`src/rtl/bccm_pkg.sv`:
```
// Shared types, register indexes and constants of the box-counting color mask block.
package bccm_pkg;

  localparam int DIM_W = 7;
  localparam int DIAM_W = 5;
  localparam int COLOR_W = 24;
  localparam int COUNT_W = 13;
  localparam int EXTENT_W = 6;
  localparam int AREA_W = 12;
  localparam int CFG_INDEX_W = 8;
  localparam int CFG_DATA_W = 24;
  localparam int OUT_DATA_W = 48;

  localparam int MAX_COLUMNS_DEF = 64;
  localparam int MAX_ROWS_DEF = 64;
  localparam int MAX_DIAMETERS = 16;
  localparam int DIAM_LIMIT = (MAX_DIAMETERS > 16) ? 16 : MAX_DIAMETERS;

  localparam logic [CFG_INDEX_W-1:0] REG_TARGET_COLOR = 8'd0;
  localparam logic [CFG_INDEX_W-1:0] REG_MAX_DIAMETER = 8'd1;
  localparam logic [CFG_INDEX_W-1:0] REG_IMAGE_COLUMNS = 8'd2;
  localparam logic [CFG_INDEX_W-1:0] REG_IMAGE_ROWS = 8'd3;

  localparam logic [COLOR_W-1:0] TARGET_RESET = 24'd0;
  localparam logic [DIAM_W-1:0] MAX_DIAMETER_RESET = 5'd16;
  localparam logic [DIM_W-1:0] COLUMNS_RESET = 7'd64;
  localparam logic [DIM_W-1:0] ROWS_RESET = 7'd64;

  // Effective configuration, already clamped to the legal ranges.
  typedef struct packed {
    logic [COLOR_W-1:0] target_color;
    logic [DIM_W-1:0]   columns;
    logic [DIM_W-1:0]   rows;
    logic [DIAM_W-1:0]  diameters;
  } cfg_t;

  typedef struct packed {
    logic accept;
    logic start;
    logic scan;
    logic next_pass;
    logic finish;
  } ctrl_cmd_t;

  typedef struct packed {
    logic scan_end;
    logic busy;
    logic out_full;
    logic diam_last;
  } dp_status_t;

endpackage

```
`src/rtl/bccm_regs.sv`:
```
// Configuration registers with range clamping of the image geometry and diameter count.
module bccm_regs
  import bccm_pkg::*;
#(
  parameter int MAX_COLUMNS = MAX_COLUMNS_DEF,
  parameter int MAX_ROWS = MAX_ROWS_DEF
) (
  input  logic                   clk,
  input  logic                   rst,
  input  logic                   cfg_valid,
  output logic                   cfg_ready,
  input  logic [CFG_INDEX_W-1:0] cfg_index,
  input  logic [CFG_DATA_W-1:0]  cfg_data,
  output cfg_t                   cfg
);

  logic [COLOR_W-1:0] target_color;
  logic [DIAM_W-1:0]  max_diameter;
  logic [DIM_W-1:0]   image_columns;
  logic [DIM_W-1:0]   image_rows;

  assign cfg_ready = 1'b1;

  always_ff @(posedge clk) begin
    if (rst) begin
      target_color <= TARGET_RESET;
      max_diameter <= MAX_DIAMETER_RESET;
      image_columns <= COLUMNS_RESET;
      image_rows <= ROWS_RESET;
    end else if (cfg_valid) begin
      case (cfg_index)
        REG_TARGET_COLOR: target_color <= cfg_data[COLOR_W-1:0];
        REG_MAX_DIAMETER: max_diameter <= cfg_data[DIAM_W-1:0];
        REG_IMAGE_COLUMNS: image_columns <= cfg_data[DIM_W-1:0];
        REG_IMAGE_ROWS: image_rows <= cfg_data[DIM_W-1:0];
        default: ;
      endcase
    end
  end

  always_comb begin
    cfg.target_color = target_color;

    if (image_columns == '0) begin
      cfg.columns = DIM_W'(1);
    end else if (32'(image_columns) > MAX_COLUMNS) begin
      cfg.columns = DIM_W'(MAX_COLUMNS);
    end else begin
      cfg.columns = image_columns;
    end

    if (image_rows == '0) begin
      cfg.rows = DIM_W'(1);
    end else if (32'(image_rows) > MAX_ROWS) begin
      cfg.rows = DIM_W'(MAX_ROWS);
    end else begin
      cfg.rows = image_rows;
    end

    if (max_diameter == '0) begin
      cfg.diameters = DIAM_W'(1);
    end else if (32'(max_diameter) > DIAM_LIMIT) begin
      cfg.diameters = DIAM_W'(DIAM_LIMIT);
    end else begin
      cfg.diameters = max_diameter;
    end
  end

endmodule

```
`config.mk`:
```
export PLATFORM = sky130hd
export DESIGN_NAME = bccm_regs
export DESIGN_NICKNAME = d
export VERILOG_FILES = /design/src/rtl/bccm_pkg.sv /design/src/rtl/bccm_regs.sv
export SDC_FILE = /design/constraint.sdc
export NUM_CORES = 1
export LEC_CHECK = 0
export BUFFER_PORTS_ARGS = -buffer_cell sky130_fd_sc_hd__buf_2
export CORE_MARGIN = 8
export CORE_UTILIZATION = 52
export CTS_CLUSTER_DIAMETER = 60
export CTS_CLUSTER_SIZE = 25
export DETAILED_ROUTE_END_ITERATION = 12
export PLACE_DENSITY_LB_ADDON = 0.3
export SYNTH_ARGS = -nofsm -noshare
export SYNTH_HDL_FRONTEND = slang
export SYNTH_SLANG_ARGS = --single-unit
```
`constraint.sdc`:
```
create_clock -name clk -period 2.8 [get_ports clk]
set_input_delay 0.56 -clock clk [delete_from_list [all_inputs] [get_ports clk]]
set_output_delay 0.56 -clock clk [all_outputs]
set_load 0.01 [all_outputs]
```
==> impl_metrics.yaml, run 1 <==
status:
  status: "completed"
detailed_routing:
  num_vias: 1530
  route.detailed.drc: 0
  routed_wl_um: 4230
  viasPerCell: 4.77
  drt_iter0_drc: 78
  ant_nets: 0
  drt_first_pass_iters: 4
  wl_per_cell_um: 13.2
place:
  hpwl_um: 3230
  placed_cells: 313
  io_buffers: 77
  gp_congestion: 0.693
clock_tree:
  tritoncts: "built"
  cts_hold_buf: 0
  insertion_delay_ns: 0.28
  cts_max_level: 2
  cts_sinks: 43
  clockBufferDepth: 2
  cts_setup_buffers: 0
  clkTransAtPathRegs_ns: 0.08
  post_cts_resized: 0
  cts_buffers: 5
  cts-root-buf: "clkbuf_8"
timing:
  period_needed_ns: 1.68
  rsz0062_at_grt: "false"
  relSlewSlack_pct: 53.2
  worst_slew_pin_slew_ns: 0.702
  max_freq_mhz: 597
  finalSetupTns_ns: 0
  skew_ns: 0
  fin_crit_sh_pct: 59.9
  maxSlewViolCount: 0
  setup_viol: 0
  hold_viol: 0
logic_synthesis:
  yosysTopAreaCell: "dfxtp_1"
  yosysUniqueCellTypes: 16
  synth_area_per_cell_um2: 10.0
  synth_top_area_share_pct: 42.7
  synthFlopType: "dfxtp_1"
  yosys_warnings: 0
  syn_nets: 236
  ys_ff_latch: 43
  yosysMostFrequentCell: "nand2b_1"
  syn_area_um2: 2010
  synth-edff-count: 0
  synthTopCellsByCount: "nand2b_1 (64), dfxtp_1 (43), mux2i_1 (43)"
  async_flop_share_pct: 0
  synth-seq-area-share_pct: 42.7
  synthCells: 201
  yosys-top-cells-area: "dfxtp_1 (43%), mux2i_1 (21%), nand2b_1 (20%), nor2b_1 (4.0%), clkbuf_1 (2.0%)"
floorplanning:
  placementRows: 22
  fp.dieW_um: 78.2
  chipHeight_um: 78.2
  die-area_um2: 6120
  initial_core_util_pct: 54.6
  core_region_area_um2: 3690
  io_pins: 79
critical_path:
  r2r_cells: 2
  crit_required_ns: 3.01
  arrival_ns: 1.89
  worstSetupStartpointType: "input pin"
  end_kind: "register"
  crit_type: "in -> reg"
  crit_fanout: 24
worst_hold_path:
  hp-class: "reg -> reg"
  holdPathStages: 2
grt:
  grt_pass1_wl_um: 7040
  grt_use_total_pct: 13.6
  grt-ovfl-total: 0
  grt_pass1_vias: 1530
  grt_max_degree: 58
  antenna_found_initial: 0
final_layout:
  finalNonFillerCells: 321
  syn_to_final_growth_pct: 23.7
  drive_gt1_share_pct: 32.6
  diodes: 0
  nets: 307
  utilization_pct: 67.6
power:
  vdd_drop_max_mv: 0.488
  p_per_area_nw_per_um2: 469
  power_mw: 1.17
  total_leakage_power_nw: 1.20
run:
  maxCapViolations: 0
path summary, 6_finish.rpt:
check	to	slack (ns)	from
worst max-delay path	target_color[20]	1.12	cfg_index[3]
worst min-delay path	target_color[8]	0.47	target_color[8]
worst max register to register	image_columns[6]	2.05	image_columns[6]
worst min register to register	target_color[8]	0.47	target_color[8]
worst max-delay path, stage by stage:
cell and delay (ns):
buf_2 0.09, nor3_1 0.39, and4bb_1 0.25, buf_4 0.36, mux2i_1 0.22
power by group:
part	leakage, nW	total (mW)	switching (mW)	internal, mW
sequential	0.346	0.612	0.000495	0.612
clock	0.0612	0.485	0.196	0.289
combinational	0.789	0.0714	0.0318	0.0396
total	1.20	1.17	0.228	0.940
registers in the layout, summed over array words and instances (netlist names):
| signal | cells |
|---|---|
| image_rows | 7 |
| target_color | 24 |
| image_columns | 7 |
| max_diameter | 5 |
cells in the final DEF (no fill, tap or decap), drive strengths merged, types with 2 or more instances in the layout:
cell type	instances
a21oi	2
buf	79
clkbuf	6
dfxtp	43
mux2i	43
nand2b	64
nand4b	2
nor2	11
nor2b	13
nor3	4
kinds of logic (layout without fill, tap and decap cells):
logic type | count (synthesis) | count (layout) | share of synthesized area (%)
and+or+nand+nor | 97 | 97 | 30.2
muxes | 43 | 43 | 21.4
DFF | 43 | 43 | 42.7
buffers and inverters | 15 | 87 | 4.97
AOI/OAI and AO/OA | 2 | 2 | 0.497
other | 1 | 1 | 0.186
cell type report:
cell class	count	area (um2)
fillers	325	1200
well taps	48	60.1
repair buffers	79	400
flip-flops and latches	43	861
clock inverters	2	35.0
multi-input cells	143	1050
clock buffers	6	82.6
routing by layer:
| layer | vias to the layer above | GRT usage, % | share of wire, % |
|---|---|---|---|
| met1 | 688 | 15.9 | 44 |
| met2 | 44 | 23.0 | 47 |
| met4 | 0 | 2.78 | 0.45 |
| met5 | - | 0 | 0 |
| li1 | 796 | - | - |
| met3 | 2 | 5.35 | 8.7 |
through the flow:
step	setup slack [ns]	cell area (um2)	hold WS [ns]
2_1_floorplan	1.15	2010	0.452
3_3_place_gp	0.868	2370	0.456
3_5_place_dp	0.815	2370	0.463
4_1_cts	1.10	2490	0.477
5_1_grt	0.999	2490	0.492
6_report	1.12	2490	0.472
Power figures use the tool's default switching activity.
==> inputs of run 2 (changes only) <==
CORE_UTILIZATION = 48   (was 52)
clock period = 1.7 ns   (was 2.8 ns; I/O delays follow)
==> run 2 against run 1 <==
  * Power up 64%
  * Setup slack worse by 0.89 ns
  * Sequential power up 65%
  * Global-route usage hardly changed
  * Via count is 2.7% higher
  * Sequential share of layout area is 0.55 points lower
  * Hold slack worse by 0.18 ns
  * Register-to-register slack got worse by 1.1 ns
  * Non-clock buffer count grew 4
  * Clock skew stayed put
  * Final cell count up 1.9%
==> impl_metrics.yaml, run 2 (same netlist as run 1, synthesis figures left out) <==
floorplanning:
  initial_core_util_pct: 50.0
  placementRows: 23
  die-area_um2: 6530
  fp.dieW_um: 80.8
  core_region_area_um2: 4030
  io_pins: 79
  chipHeight_um: 80.8
clock_tree:
  cts-root-buf: "clkbuf_8"
  cts_max_level: 2
  cts_setup_buffers: 0
  cts_sinks: 43
  cts_buffers: 5
  cts_hold_buf: 0
  post_cts_resized: 0
  tritoncts: "built"
  clkTransAtPathRegs_ns: 0.08
  insertion_delay_ns: 0.29
  clockBufferDepth: 2
place:
  dpl_cell_area_um2: 2420
  hpwl_um: 3440
  gp_congestion: 0.701
  io_buffers: 77
power:
  total_leakage_power_nw: 1.22
  vdd_drop_max_mv: 0.551
  p_per_area_nw_per_um2: 757
final_layout:
  final_cell_mix: "buf_2 (77), nand2b_1 (64), mux2i_1 (43), dfxtp_1 (43), nor2b_1 (13)"
  nets: 311
  syn_to_final_growth_pct: 25.7
  largestRegisters: "target_color (24), image_columns (7), image_rows (7)"
  largest-register: "target_color"
  largest_reg_flops: 24
  utilization_pct: 62.9
  fillCellCount: 373
  final_common_cell: "buf_2"
  fin_area_um2: 2530
  drive_gt1_share_pct: 33.6
  diodes: 0
critical_path:
  worstSetupStartpointType: "register"
  crit_required_ns: 1.36
  crit_fanout: 3
  crit_type: "reg -> out"
  r2r_cells: 2
  end_kind: "output pin"
  arrival_ns: 1.13
timing:
  max_freq_mhz: 680
  hold_viol: 0
  rsz0062_at_grt: "false"
  skew_ns: 0
  maxSlewViolCount: 0
  setup_viol: 0
  fin_crit_sh_pct: 86.5
  finalSetupTns_ns: 0
  period_needed_ns: 1.47
grt:
  grt-ovfl-total: 0
  grt_use_total_pct: 13.6
  grt_pass1_wl_um: 7050
  grt_pass1_vias: 1489
  antenna_found_initial: 0
  grt_max_degree: 32
detailed_routing:
  wl_per_cell_um: 13.7
  drt_first_pass_iters: 4
  route.detailed.drc: 0
  ant_nets: 0
  num_vias: 1571
  routed_wl_um: 4470
  drt_iter0_drc: 60
  viasPerCell: 4.80
worst_hold_path:
  holdPathStages: 3
  hp-class: "in -> reg"
run:
  maxCapViolations: 0
status:
  status: "completed"
-- run 2: changes by cell type in the layout (fill, tap and decap cells not counted), sizes merged --
cell    change
buf         +4
clkbuf      -1
clkinv      +1
-- run 2: metal layers --
layer,wire length [um],vias to the layer above,GRT usage (%)
li1,-,800,-
met1,1880,715,15.6
met2,2080,49,21.9
met3,451,7,5.63
met4,61,0,5.89
met5,0,-,0
-- run 2: cell type report --
type / instances / area [um2] / area share [%]
clock buffer: 5 / 68.8 / 2.72
timing repair buffer: 83 / 443 / 17.5
multi-input combinational: 143 / 1050 / 41.6
sequential: 43 / 861 / 34.0
clock inverter: 3 / 43.8 / 1.73
tap: 50 / 62.6 / 2.47
-- run 2: power by group --
part	switching [mW]	leakage [nW]	internal, mW
logic	0.0538	0.811	0.0682
registers	0.000818	0.346	1.01
clock network	0.350	0.0581	0.437
total	0.404	1.22	1.51
-- run 2: path summary, 6_finish.rpt --
path                            slack (ns)             start               end
worst min-delay path                  0.29       cfg_data[8]   target_color[8]
worst max register to register        0.94     image_rows[6]     image_rows[6]
worst max-delay path                  0.23     image_rows[2]            cfg[5]
worst min register to register        0.47  target_color[11]  target_color[11]
-- run 2: worst max-delay path: stages, from the launching register on --
cell and delay, ns:
dfxtp_1 0.33, nor3_1 0.21, a21oi_1 0.09, nor2_1 0.08, buf_2 0.13
-- run 2: stage by stage --
step | hold slack, ns | setup slack, ns | std cells | power [mW]
floorplan | 0.452 | 0.271 | 201 | 1.10
global placement | 0.456 | 0.191 | 319 | 1.15
detailed placement | 0.461 | 0.141 | 319 | 1.16
CTS | 0.280 | 0.208 | 327 | 1.94
global route | 0.285 | 0.121 | 327 | 2.01
finish | 0.294 | 0.229 | 327 | 1.92
