File: config.mk
export PLATFORM = sky130hd
export DESIGN_NAME = bccm_ctrl
export DESIGN_NICKNAME = d
export VERILOG_FILES = /design/src/rtl/bccm_pkg.sv /design/src/rtl/bccm_ctrl.sv
export SDC_FILE = /design/constraint.sdc
export NUM_CORES = 1
export LEC_CHECK = 0
export BUFFER_PORTS_ARGS = -buffer_cell sky130_fd_sc_hd__buf_2
export CAP_MARGIN = 20
export CORE_AREA = 3 3 40 42
export CTS_CLUSTER_DIAMETER = 120
export DETAILED_ROUTE_END_ITERATION = 10
export DIE_AREA = 0 0 43 45
export GPL_TIMING_DRIVEN = 1
export PLACE_DENSITY = 0.32
export SYNTH_ARGS = -nofsm -noshare
export SYNTH_HDL_FRONTEND = slang
export SYNTH_SLANG_ARGS = --single-unit
File: constraint.sdc
create_clock -name clk -period 0.95 [get_ports clk]
set_input_delay 0.1425 -clock clk [delete_from_list [all_inputs] [get_ports clk]]
set_output_delay 0.1425 -clock clk [all_outputs]
set_load 0.01 [all_outputs]
File: src/rtl/bccm_pkg.sv
// Shared types, register indexes and constants of the box-counting color mask block.
package bccm_pkg;

  localparam int DIM_W = 7;
  localparam int DIAM_W = 5;
  localparam int COLOR_W = 24;
  localparam int COUNT_W = 13;
  localparam int EXTENT_W = 6;
  localparam int AREA_W = 12;
  localparam int CFG_INDEX_W = 8;
  localparam int CFG_DATA_W = 24;
  localparam int OUT_DATA_W = 48;

  localparam int MAX_COLUMNS_DEF = 64;
  localparam int MAX_ROWS_DEF = 64;
  localparam int MAX_DIAMETERS = 16;
  localparam int DIAM_LIMIT = (MAX_DIAMETERS > 16) ? 16 : MAX_DIAMETERS;

  localparam logic [CFG_INDEX_W-1:0] REG_TARGET_COLOR = 8'd0;
  localparam logic [CFG_INDEX_W-1:0] REG_MAX_DIAMETER = 8'd1;
  localparam logic [CFG_INDEX_W-1:0] REG_IMAGE_COLUMNS = 8'd2;
  localparam logic [CFG_INDEX_W-1:0] REG_IMAGE_ROWS = 8'd3;

  localparam logic [COLOR_W-1:0] TARGET_RESET = 24'd0;
  localparam logic [DIAM_W-1:0] MAX_DIAMETER_RESET = 5'd16;
  localparam logic [DIM_W-1:0] COLUMNS_RESET = 7'd64;
  localparam logic [DIM_W-1:0] ROWS_RESET = 7'd64;

  // Effective configuration, already clamped to the legal ranges.
  typedef struct packed {
    logic [COLOR_W-1:0] target_color;
    logic [DIM_W-1:0]   columns;
    logic [DIM_W-1:0]   rows;
    logic [DIAM_W-1:0]  diameters;
  } cfg_t;

  typedef struct packed {
    logic accept;
    logic start;
    logic scan;
    logic next_pass;
    logic finish;
  } ctrl_cmd_t;

  typedef struct packed {
    logic scan_end;
    logic busy;
    logic out_full;
    logic diam_last;
  } dp_status_t;

endpackage

File: src/rtl/bccm_ctrl.sv
// Controller state machine: pixel loading, one scan pass per diameter, result hand-off.
module bccm_ctrl
  import bccm_pkg::*;
(
  input  logic       clk,
  input  logic       rst,
  input  logic       s_tvalid,
  output logic       s_tready,
  input  logic       s_tlast,
  input  dp_status_t status,
  output ctrl_cmd_t  cmd
);

  localparam logic [1:0] ST_LOAD = 2'd0;
  localparam logic [1:0] ST_SCAN = 2'd1;
  localparam logic [1:0] ST_WAIT = 2'd2;

  logic [1:0] state;
  logic [1:0] state_next;

  assign s_tready = (state == ST_LOAD);

  always_comb begin
    state_next = state;
    cmd = '0;
    case (state)
      ST_LOAD: begin
        cmd.accept = s_tvalid;
        if (s_tvalid && s_tlast) begin
          cmd.start = 1'b1;
          state_next = ST_SCAN;
        end
      end
      ST_SCAN: begin
        cmd.scan = 1'b1;
        if (status.scan_end) begin
          state_next = ST_WAIT;
        end
      end
      ST_WAIT: begin
        // The next pass starts only once the previous result has left.
        if (!status.busy && !status.out_full) begin
          if (status.diam_last) begin
            cmd.finish = 1'b1;
            state_next = ST_LOAD;
          end else begin
            cmd.next_pass = 1'b1;
            state_next = ST_SCAN;
          end
        end
      end
      default: state_next = ST_LOAD;
    endcase
  end

  always_ff @(posedge clk) begin
    if (rst) begin
      state <= ST_LOAD;
    end else begin
      state <= state_next;
    end
  end

endmodule

==> flow_metrics.py, run 1 <==
metrics = {
    "timing": {
        "min_period_ns": 1.15,
        "clock_skew_ns": 0.00402,
        "whs_ns": 0.103,
        "rsz0062_at_grt": "yes",
        "setup_violations": 6,
        "slew-limit-headroom": 0.833,
        "maxSlewViolCount": 0,
        "worst_pin_slew_ns": 0.250,
        "hold_violations": 0,
        "fmax_ghz": 0.869,
        "setup_slack_ns": -0.200,
        "finalCritPeriodShare": 1.21,
        "tns_ns": -0.870,
    },
    "floorplanning": {
        "die_w_um": 43,
        "die_h_um": 45,
        "initial_utilization": 0.110,
        "dieArea_mm2": 0.00194,
        "ios": 14,
        "rows": 13,
        "coreArea_mm2": 0.00128,
    },
    "clock_tree": {
        "cts_buffer_depth": 2,
        "cts_made_buffers": 3,
        "path_clk_slew_ns": 0.03,
        "insertion_delay_ns": 0.22,
        "h-tree-depth": 1,
        "root_buffer": "clkbuf_4",
        "cts_tree": "built",
        "clock-sinks": 2,
    },
    "yosys": {
        "ys_types": 13,
        "seq_area_frac_synth": 0.283,
        "ys_warn_count": 0,
        "synth_nets": 27,
        "synthCells": 19,
        "yosysTopAreaCellShare": 0.283,
        "synth_seq_cells": 2,
        "avgSynthCellArea_um2": 7.44,
        "synth_top_area_cell": "dfxtp_1",
        "yosys-top-cells-area": "dfxtp_1, a2111oi_2, nor2b_1",
        "synth_area_um2": 141,
    },
    "critical_path": {
        "critPathCaptureType": "output port",
        "crit_chain": "nor2b_4 -> and3_4 -> buf_6",
        "slowest_delay_ns": 0.35,
        "cp_num_buf_inv": 1,
        "path_delay_family": "flip-flops",
        "path_class": "reg2out",
        "critPathMaxFanout": 5,
        "setup.worst_path.start_class": "flip-flop",
        "slowest_stage": "dfxtp_4",
        "cp_data_required_time_ns": 0.81,
        "worst_ep_arrival_time_ns": 1.01,
    },
    "outcome": {
        "status": "finished, violations left",
        "violations": "setup timing",
    },
    "finish": {
        "final_layout_size_suffix_gt1_frac": 0.686,
        "fill_cells": 150,
        "final_util": 0.215,
        "reg.largest.list": "state: 2 flops",
        "final_cell_area_um2": 277,
        "nets": 45,
        "area_growth_syn_to_layout_pct": 95.6,
        "regMostFlops": "state",
        "largest_reg_flops": 2,
        "diodes": 0,
    },
    "routing": {
        "routed_wl_um": 448,
        "remaining_drc_errors": 0,
        "wl_per_cell_um": 8.96,
        "ant_nets": 0,
        "first_iter_violations": 1,
        "vias_per_cell": 3.90,
        "num_vias": 195,
        "drt_first_pass_iters": 2,
    },
    "place": {
        "place_ws_ns": -0.105,
        "io_buffers": 13,
        "place_congestion": 0.681,
        "place_area_um2": 218,
    },
    "grt": {
        "grt_pass1_wl_um": 772,
        "grt.overflow.total": 0,
        "track_usage": 0.0523,
        "grt_pass1_vias": 194,
        "grt_start_max_net_pins": 6,
        "antenna_found_initial": 0,
    },
    "power": {
        "ir_worst_vdd_v": 0.000309,
        "p_per_area_mw_per_mm2": 1380,
        "power_leakage_nw": 0.127,
    },
    "hold_path": {
        "min_path_type": "in2reg",
    },
    "job": {
        "max_cap_viol_count": 0,
    },
}
## layout make-up
type                    instances  area (um2)  area share
flip-flops and latches          2        45.0       0.163
well taps                      15        18.8      0.0679
clock buffers                   3        22.5      0.0814
multi-input cells              16         111       0.403
repair buffers                 14        78.8       0.285
## where the power goes
group          total (W)  internal [W]  leakage, nW  switching, W
logic          0.0000952     0.0000497       0.0956     0.0000455
clock network   0.000184      0.000139       0.0138     0.0000446
registers       0.000103     0.0000919       0.0175     0.0000112
## cells by family after synthesis
kind of cell    after synthesis  share of synthesized area
simple gates                 11                      0.372
compound gates                5                      0.292
flops                         2                      0.283
buf+inv                       1                     0.0531
## cell usage after synthesis, drive strengths merged
cell type / n
nand2: 3
a2111oi: 1
a21oi: 1
dfxtp: 2
and3: 1
o21a: 1
nor2b: 2
o31a: 1
o21ai: 1
and2: 1
nor2: 3
nor3: 1
buf: 1
## timing repair
action                     in CTS  in global routing
pin swaps                       3                  0
resized for setup               6                  3
hold buffers                    0                  0
setup endpoints to repair       7                  8
buffers inserted                1                  0
## routing by layer
metal | global-route usage | wire, um | vias to the layer above
li1 | - | - | 100
met1 | 0.0694 | 224 | 82
met2 | 0.0659 | 153 | 13
met3 | 0.0359 | 69 | 0
met4 | 0.0181 | 0 | 0
met5 | 0 | 0 | -
## layout by cell type (no fill, tap or decap), drive strengths merged
cell type and count:
buf 14, nand2 3, clkbuf 3, nor2 3
nor2b 2, dfxtp 2, and3 1, nor3 1
and2 1, o21ai 1, a21oi 1, o21a 1
o31a 1, a2111oi 1
## stage by stage
step / cells / power [W]
floorplan: 19 / 0.000150
global placement: 46 / 0.000186
detailed placement: 46 / 0.000187
CTS: 50 / 0.000394
global route: 50 / 0.000421
finish: 50 / 0.000382
## path summary, 6_finish.rpt
path	start	endpoint	slack, ns	cells after the start
setup reg to reg	state[1]	state[0]	0.01	3
hold reg to reg	state[1]	state[0]	0.60	2
setup / recovery	state[1]	cmd[0]	-0.20	3
hold / removal	rst	state[1]	0.10	2
(Power assumes the default switching activity.)
==> run 2, diff against run 1 <==
--- a/config.mk
+++ b/config.mk
@@ -12,7 +12,7 @@
 export DETAILED_ROUTE_END_ITERATION = 10
 export DIE_AREA = 0 0 43 45
 export GPL_TIMING_DRIVEN = 1
-export PLACE_DENSITY = 0.32
+export PLACE_DENSITY = 0.31
 export SYNTH_ARGS = -nofsm -noshare
 export SYNTH_HDL_FRONTEND = slang
 export SYNTH_SLANG_ARGS = --single-unit
==> constraint.sdc (replaced) <==
create_clock -name clk -period 1.45 [get_ports clk]
set_input_delay 0.2175 -clock clk [delete_from_list [all_inputs] [get_ports clk]]
set_output_delay 0.2175 -clock clk [all_outputs]
set_load 0.01 [all_outputs]
==> flow_metrics.py, run 2 (synthesis gave the netlist of run 1 again) <==
metrics = {
    "power": {
        "ir_worst_vdd_v": 0.000220,
        "power_leakage_nw": 0.120,
        "p_per_area_mw_per_mm2": 990,
    },
    "routing": {
        "num_vias": 181,
        "wl_per_cell_um": 8.71,
        "routed_wl_um": 427,
        "vias_per_cell": 3.69,
        "drt_first_pass_iters": 3,
        "ant_nets": 0,
        "remaining_drc_errors": 0,
        "first_iter_violations": 3,
    },
    "grt": {
        "grt_start_max_net_pins": 7,
        "antenna_found_initial": 0,
        "track_usage": 0.0590,
        "grt_pass1_wl_um": 779,
        "grt_pass1_vias": 201,
        "grt.overflow.total": 0,
    },
    "clock_tree": {
        "h-tree-depth": 1,
        "root_buffer": "clkbuf_4",
        "clock-sinks": 2,
        "cts_made_buffers": 3,
        "path_clk_slew_ns": 0.03,
        "cts_buffer_depth": 2,
        "cts_tree": "built",
        "ctsHoldBuffers": 0,
        "insertion_delay_ns": 0.22,
    },
    "finish": {
        "final_cell_area_um2": 243,
        "largest_reg_flops": 2,
        "final_cell_mix": "buf_2, nor2_1, nand2_1, clkbuf_4, dfxtp_1",
        "reg.largest.list": "state: 2 flops",
        "final_layout_size_suffix_gt1_frac": 0.529,
        "regMostFlops": "state",
        "nets": 44,
        "area_growth_syn_to_layout_pct": 71.7,
        "mostFrequentLayoutCell": "buf_2",
        "diodes": 0,
    },
    "hold_path": {
        "min_path_cells": 2,
        "min_path_type": "in2reg",
    },
    "timing": {
        "worst_pin_slew_ns": 0.240,
        "slew-limit-headroom": 0.840,
        "clock_skew_ns": 0.00247,
        "tns_ns": 0,
        "finalCritPeriodShare": 0.903,
        "hold_violations": 0,
        "setup_violations": 0,
        "rsz0062_at_grt": "no",
        "min_period_ns": 1.31,
        "maxSlewViolCount": 0,
        "fmax_ghz": 0.764,
    },
    "critical_path": {
        "critPathCaptureType": "output port",
        "reg2reg_slack_ns": 0.50,
        "cp_data_required_time_ns": 1.23,
        "setup.worst_path.start_class": "flip-flop",
        "worst_ep_arrival_time_ns": 1.09,
        "critPathMaxFanout": 6,
        "reg2reg_depth": 2,
        "path_class": "reg2out",
    },
    "outcome": {
        "status": "finished, final reports clean",
    },
    "floorplanning": {
        "ios": 14,
        "die_h_um": 45,
        "coreArea_mm2": 0.00128,
        "die_w_um": 43,
        "initial_utilization": 0.110,
        "dieArea_mm2": 0.00194,
        "rows": 13,
    },
    "place": {
        "place_area_um2": 218,
        "place_congestion": 0.673,
        "dpl.hpwl_um": 369,
        "io_buffers": 13,
    },
    "job": {
        "max_cap_viol_count": 0,
    },
}
[run 2: changes by cell type in the layout (fill, tap and decap cells not counted), sizes merged]
cell	previous run	this run
buf	14	13
[run 2: repair_timing]
action,4_1_cts,5_1_grt
buffers inserted,0,0
resized for setup,0,1
endpoints found under the setup margin,0,2
[run 2: final timing paths]
check,start,endpoint
max,state[1],cmd[0]
min,rst,state[0]
max reg2reg,state[1],state[0]
min reg2reg,state[0],state[0]
[run 2: power by group]
| group | switching (W) | total [W] | leakage, nW | internal, W |
|---|---|---|---|---|
| Clock | 0.0000275 | 0.000118 | 0.0138 | 0.0000909 |
| Sequential | 0.00000611 | 0.0000663 | 0.0164 | 0.0000602 |
| Combinational | 0.0000279 | 0.0000555 | 0.0899 | 0.0000275 |
| Total | 0.0000616 | 0.000240 | 0.120 | 0.000179 |
[run 2: metal layers]
| layer | vias to the layer above | GRT usage | wire length (um) |
|---|---|---|---|
| li1 | 100 | - | - |
| met1 | 69 | 0.0742 | 216 |
| met2 | 12 | 0.0599 | 156 |
| met3 | 0 | 0.0199 | 55 |
| met4 | 0 | 0.0904 | 0 |
| met5 | - | 0 | 0 |
[run 2: worst max-delay path: stages (launching register included)]
cell and delay [ns]:
dfxtp_1 0.40, nor2b_2 0.20, and3_1 0.15, buf_2 0.12
[run 2: final cells by class]
cell class | count | area (um2)
repair buffers | 13 | 65.1
clock buffers | 3 | 22.5
well taps | 15 | 18.8
flip-flops and latches | 2 | 40.0
fillers | 161 | 1040
multi-input cells | 16 | 96.3
[run 2: metrics by stage]
| step | utilization | cells | hold slack [ns] | worst slack (ns) | power (W) |
|---|---|---|---|---|---|
| detailed placement | 0.169 | 46 | 0.408 | 0.333 | 0.000123 |
| global route | 0.189 | 49 | 0.189 | 0.0162 | 0.000269 |
| global placement | 0.169 | 46 | 0.412 | 0.349 | 0.000123 |
| finish | 0.189 | 49 | 0.184 | 0.141 | 0.000240 |
| CTS | 0.187 | 49 | 0.176 | 0.0888 | 0.000249 |
| floorplan | - | 19 | 0.286 | 0.431 | 0.0000983 |
